$ cat config.mk
export PLATFORM = sky130hd
export DESIGN_NAME = erot_cfg_regs
export DESIGN_NICKNAME = d
export VERILOG_FILES = /design/src/rtl/erot_pkg.sv /design/src/rtl/erot_cfg_regs.sv
export SDC_FILE = /design/constraint.sdc
export NUM_CORES = 1
export LEC_CHECK = 0
export BUFFER_PORTS_ARGS = -buffer_cell sky130_fd_sc_hd__buf_2
export CORE_UTILIZATION = 50
export DETAILED_ROUTE_END_ITERATION = 8
export PLACE_DENSITY = 0.8
export SLEW_MARGIN = 10
export SYNTH_ARGS = -nofsm -noshare
export SYNTH_HDL_FRONTEND = slang
export SYNTH_SLANG_ARGS = --single-unit
export TNS_END_PERCENT = 20
$ cat constraint.sdc
create_clock -name aclk -period 2.3 [get_ports aclk]
set_input_delay 0.115 -clock aclk [delete_from_list [all_inputs] [get_ports aclk]]
set_output_delay 0.115 -clock aclk [all_outputs]
set_load 0.05 [all_outputs]
$ cat src/rtl/erot_pkg.sv
// Shared widths, register indexes, types and helpers of the Euler point rotator.
package erot_pkg;

    // Coordinate format of points on both channels.
    localparam int COORD_W   = 32;
    localparam int FRAC_BITS = 16;

    // Coefficient format: Q1.16 in 18 bits signed; one more bit holds a negated value.
    localparam int COEF_W = 18;
    localparam int MULC_W = COEF_W + 1;

    // Product and sum widths of one rotation.
    localparam int PROD_W = MULC_W + COORD_W;
    localparam int SUM_W  = PROD_W + 1;
    localparam int SHR_W  = SUM_W - FRAC_BITS;

    // Stream payload width: three coordinates, rounded up to whole bytes.
    localparam int DATA_W = ((3 * COORD_W + 7) / 8) * 8;

    // Configuration port.
    localparam int NUM_REGS  = 6;
    localparam int APB_DW    = 32;
    localparam int REG_IDX_W = 3;
    localparam int ADDR_W    = REG_IDX_W + 2;

    // Register indexes.
    localparam logic [REG_IDX_W-1:0] REG_COS_Z = 3'd0;
    localparam logic [REG_IDX_W-1:0] REG_SIN_Z = 3'd1;
    localparam logic [REG_IDX_W-1:0] REG_COS_Y = 3'd2;
    localparam logic [REG_IDX_W-1:0] REG_SIN_Y = 3'd3;
    localparam logic [REG_IDX_W-1:0] REG_COS_X = 3'd4;
    localparam logic [REG_IDX_W-1:0] REG_SIN_X = 3'd5;

    // Reset values of the coefficients (identity rotation).
    localparam logic signed [COEF_W-1:0] COEF_ONE  = COEF_W'(65536);
    localparam logic signed [COEF_W-1:0] COEF_ZERO = '0;

    // Rounding constant added before the shift.
    localparam logic signed [SUM_W-1:0] ROUND_ADD = SUM_W'(1) << (FRAC_BITS - 1);

    // Saturation limits of one coordinate.
    localparam logic signed [COORD_W-1:0] COORD_MAX = {1'b0, {(COORD_W - 1){1'b1}}};
    localparam logic signed [COORD_W-1:0] COORD_MIN = {1'b1, {(COORD_W - 1){1'b0}}};

    typedef logic signed [COORD_W-1:0] coord_t;
    typedef logic signed [COEF_W-1:0]  coef_t;
    typedef logic signed [MULC_W-1:0]  mulc_t;
    typedef logic signed [PROD_W-1:0]  prod_t;

    // All six rotation coefficients as held by the register file.
    typedef struct packed {
        coef_t cos_z;
        coef_t sin_z;
        coef_t cos_y;
        coef_t sin_y;
        coef_t cos_x;
        coef_t sin_x;
    } coef_set_t;

    // Payload that travels alongside the two rotated coordinates.
    typedef struct packed {
        coord_t pass;
        logic   last;
    } side_t;

    // Clamp a shifted sum to the signed coordinate range.
    function automatic coord_t sat_coord(input logic signed [SHR_W-1:0] v);
        logic signed [SHR_W-1:0] hi;
        logic signed [SHR_W-1:0] lo;
        hi = SHR_W'(COORD_MAX);
        lo = SHR_W'(COORD_MIN);
        if (v > hi) begin
            return COORD_MAX;
        end else if (v < lo) begin
            return COORD_MIN;
        end
        return v[COORD_W-1:0];
    endfunction

endpackage

$ cat src/rtl/erot_cfg_regs.sv
// Register file for the six rotation coefficients behind a small APB-style port.
module erot_cfg_regs (
    input  logic                          aclk,
    input  logic                          aresetn,
    input  logic                          psel,
    input  logic                          penable,
    input  logic                          pwrite,
    input  logic [erot_pkg::ADDR_W-1:0]   paddr,
    input  logic [erot_pkg::APB_DW-1:0]   pwdata,
    output logic [erot_pkg::APB_DW-1:0]   prdata,
    output logic                          pready,
    output erot_pkg::coef_set_t           coef
);

    erot_pkg::coef_set_t coef_reg;
    erot_pkg::coef_set_t coef_next;
    logic [erot_pkg::REG_IDX_W-1:0] idx;
    logic                           wr_en;
    erot_pkg::coef_t                wval;
    erot_pkg::coef_t                rval;

    assign idx    = paddr[erot_pkg::ADDR_W-1:2];
    assign wr_en  = psel & penable & pwrite;
    assign wval   = pwdata[erot_pkg::COEF_W-1:0];
    assign pready = 1'b1;
    assign coef   = coef_reg;

    // Write decode; indexes past the last register are ignored.
    always_comb begin
        coef_next = coef_reg;
        if (wr_en) begin
            unique case (idx)
                erot_pkg::REG_COS_Z: coef_next.cos_z = wval;
                erot_pkg::REG_SIN_Z: coef_next.sin_z = wval;
                erot_pkg::REG_COS_Y: coef_next.cos_y = wval;
                erot_pkg::REG_SIN_Y: coef_next.sin_y = wval;
                erot_pkg::REG_COS_X: coef_next.cos_x = wval;
                erot_pkg::REG_SIN_X: coef_next.sin_x = wval;
                default: coef_next = coef_reg;
            endcase
        end
    end

    always_ff @(posedge aclk) begin
        if (!aresetn) begin
            coef_reg.cos_z <= erot_pkg::COEF_ONE;
            coef_reg.sin_z <= erot_pkg::COEF_ZERO;
            coef_reg.cos_y <= erot_pkg::COEF_ONE;
            coef_reg.sin_y <= erot_pkg::COEF_ZERO;
            coef_reg.cos_x <= erot_pkg::COEF_ONE;
            coef_reg.sin_x <= erot_pkg::COEF_ZERO;
        end else begin
            coef_reg <= coef_next;
        end
    end

    // Read mux, sign-extended to the bus width.
    always_comb begin
        unique case (idx)
            erot_pkg::REG_COS_Z: rval = coef_reg.cos_z;
            erot_pkg::REG_SIN_Z: rval = coef_reg.sin_z;
            erot_pkg::REG_COS_Y: rval = coef_reg.cos_y;
            erot_pkg::REG_SIN_Y: rval = coef_reg.sin_y;
            erot_pkg::REG_COS_X: rval = coef_reg.cos_x;
            erot_pkg::REG_SIN_X: rval = coef_reg.sin_x;
            default:             rval = erot_pkg::COEF_ZERO;
        endcase
    end

    assign prdata = erot_pkg::APB_DW'(rval);

endmodule

==> out/results.ini <==
[logic_synthesis]
syn_area_per_cell_um2=10.1
yosys_warnings=0
syn-cell-area_um2=5070
netlist_instances=503
yosysSeqAreaShare_pct=42.6
netlist-cell-type-count=31
syn-num-nets=545
ys_ff_latch=108

[clock_network]
cts.path.max_buffers=2
cts_root_buffer=clkbuf_8
cts_hold_buf=0
cts_num_sinks=108
cts.clk_slew.worst_paths_ns=0.10
cts_made_buffers=9
htree_levels=3
postCtsSetupBuffers=0
tritoncts=built
cts-resized-gates=0
clock_latency_ns=0.37

[layout]
fin_nets=684
area_delta_synth_final_pct=18.7
largest_reg_flops=108
final_util_pct=61.3
fillers=862
drive_gt1_share_pct=37.1
stdcell_count=780
antennaDiodeCount=0

[critical_path]
reg2reg_slack_ns=1.59
crit_chain=mux2_2 > a22oi_1 > a21oi_2 > buf_2
cp_slowest_cell=a21oi_2
setup.worst_path.end_class=output port
critical_path_arrival_ns=1.68
crit_type=flop to output port
crit_fanout=15
crit_path_start_kind=flop
crit_family=compound AO/OA/AOI/OAI gates
slowest_delay_ns=0.39
required_ns=2.18
cp_num_buf_inv=1

[timing]
setup_viol=0
tightest_slew_ns=0.834
slew_violations=0
whs_ns=0.0899
slew_headroom_pct=44.2
min_period_over_period_pct=78.2
hold_viol_final=0
rsz0062_at_grt=false
skew_ns=0
setup_tns_ns=0
period_minus_slack_ns=1.80
max_freq_mhz=556

[floorplan]
die_h_um=103
start_util_pct=51.6
die_w_um=103
rows=36
die_area_um2=10500
io_pins=183
design.core.area_um2=9820

[job]
max_cap_viol_count=0

[pwr]
power.total_mw=3.41
ir_worst_vdd_v=0.000330
p_per_area_nw_per_um2=566
p_leak_nw=2.71

[run_status]
outcome=finished clean

[detailed_routing]
drc=0
vias=4197
avgRoutedWirePerCell_um=17.3
routed_via_density=5.38
first_pass_iters=5
first_iter_violations=119
wirelength_mm=13.5
ant_nets=0

[placement]
port_buffers=165
dp_hpwl_mm=9.43
gp_congestion=0.831
dp_cells=764

[global_routing]
grt_max_degree=49
grt-ovfl-total=0
grt_pass1_vias=3976
antenna_found_initial=0
grt_usage_pct=25.9
grt_pass1_wl_mm=20.7

[hold_path]
hold_path_class=input port to flop

==> synthesized netlist by cell type (all sizes together) <==
cell	n	area (um2)
conb	1	3.75
o221ai	2	17.5
mux2i	112	1120
nor2	4	46.3
a21oi	5	25.0
dfxtp	108	2160
buf	43	342
and3	1	11.3
o22ai	10	62.6
mux2	33	372
nand4	1	21.3
inv	1	3.75
nand4b	1	8.76
a221oi	5	43.8
clkbuf	10	37.5
nor3	2	20.0
nand2	127	484
a22oi	25	188
and4b	1	13.8
nor2b	7	43.8
nand2b	2	12.5
a22o	1	8.76
mux4	1	22.5
==> tightest hold or removal path, cell delays in order <==
cell and delay [ns]:
buf_2 0.11, nor2b_1 0.07, mux2i_1 0.12
==> cell usage in the layout, fill, tap and decap left out, drive strengths merged <==
cell type	n
a21oi	5
a221oi	5
a22o	1
a22oi	25
and3	1
and4b	1
buf	181
clkbuf	11
clkinv	1
clkinvlp	1
conb	1
dfxtp	108
inv	4
mux2	33
mux2i	112
mux4	1
nand2	127
nand2b	2
nand4	1
nand4b	1
nor2	4
nor2b	7
nor3	2
o221ai	2
o22ai	10
==> worst paths after layout <==
kind	from	end	cells after the start
setup / recovery	coef[89]	prdata[30]	4
setup reg to reg	coef[81]	coef[81]	2
hold / removal	pwdata[16]	coef[106]	3
hold reg to reg	coef[13]	coef[13]	2
==> cells by family after synthesis <==
| kind of cell | share of synthesized area (%) |
|---|---|
| simple gates | 13.1 |
| flops | 42.6 |
| compound gates | 6.81 |
| other cells | 0.0739 |
| buf+inv | 7.55 |
| mux | 29.9 |
==> metrics by stage <==
step / worst slack [ns] / instance area [um2]
after global placement: 0.530 / 5840
final: 0.502 / 6020
after detailed placement: 0.541 / 5840
after global routing: 0.228 / 6020
after CTS: 0.460 / 6020
after floorplan: 0.125 / 5070
==> report_power, final <==
group          total, mW  leakage, nW  switching (mW)  internal (mW)
combinational      0.405         1.75           0.301          0.104
clock               1.11       0.0909           0.671          0.439
sequential          1.89        0.871          0.0109           1.88
total               3.41         2.71           0.983           2.43
==> cell type report <==
| type | instances | area [um2] | area share [%] |
|---|---|---|---|
| Inverter | 1 | 3.75 | 0.0624 |
| Clock inverter | 5 | 42.5 | 0.707 |
| Tap cell | 133 | 166 | 2.76 |
| Sequential cell | 108 | 2160 | 35.9 |
| Multi-Input combinational cell | 341 | 2540 | 42.2 |
| Timing Repair Buffer | 181 | 961 | 16.0 |
| Clock buffer | 11 | 141 | 2.35 |
==> routing by layer <==
layer  track usage [%]  vias up  part of all wire, %
li1                  -     2018                    -
met5                 0        -                    0
met2              44.5      152                   49
met4              8.68        0                  1.2
met3              5.76       14                  5.7
met1              32.1     2013                   44
Note: power is estimated with default switching activity, not from simulation.
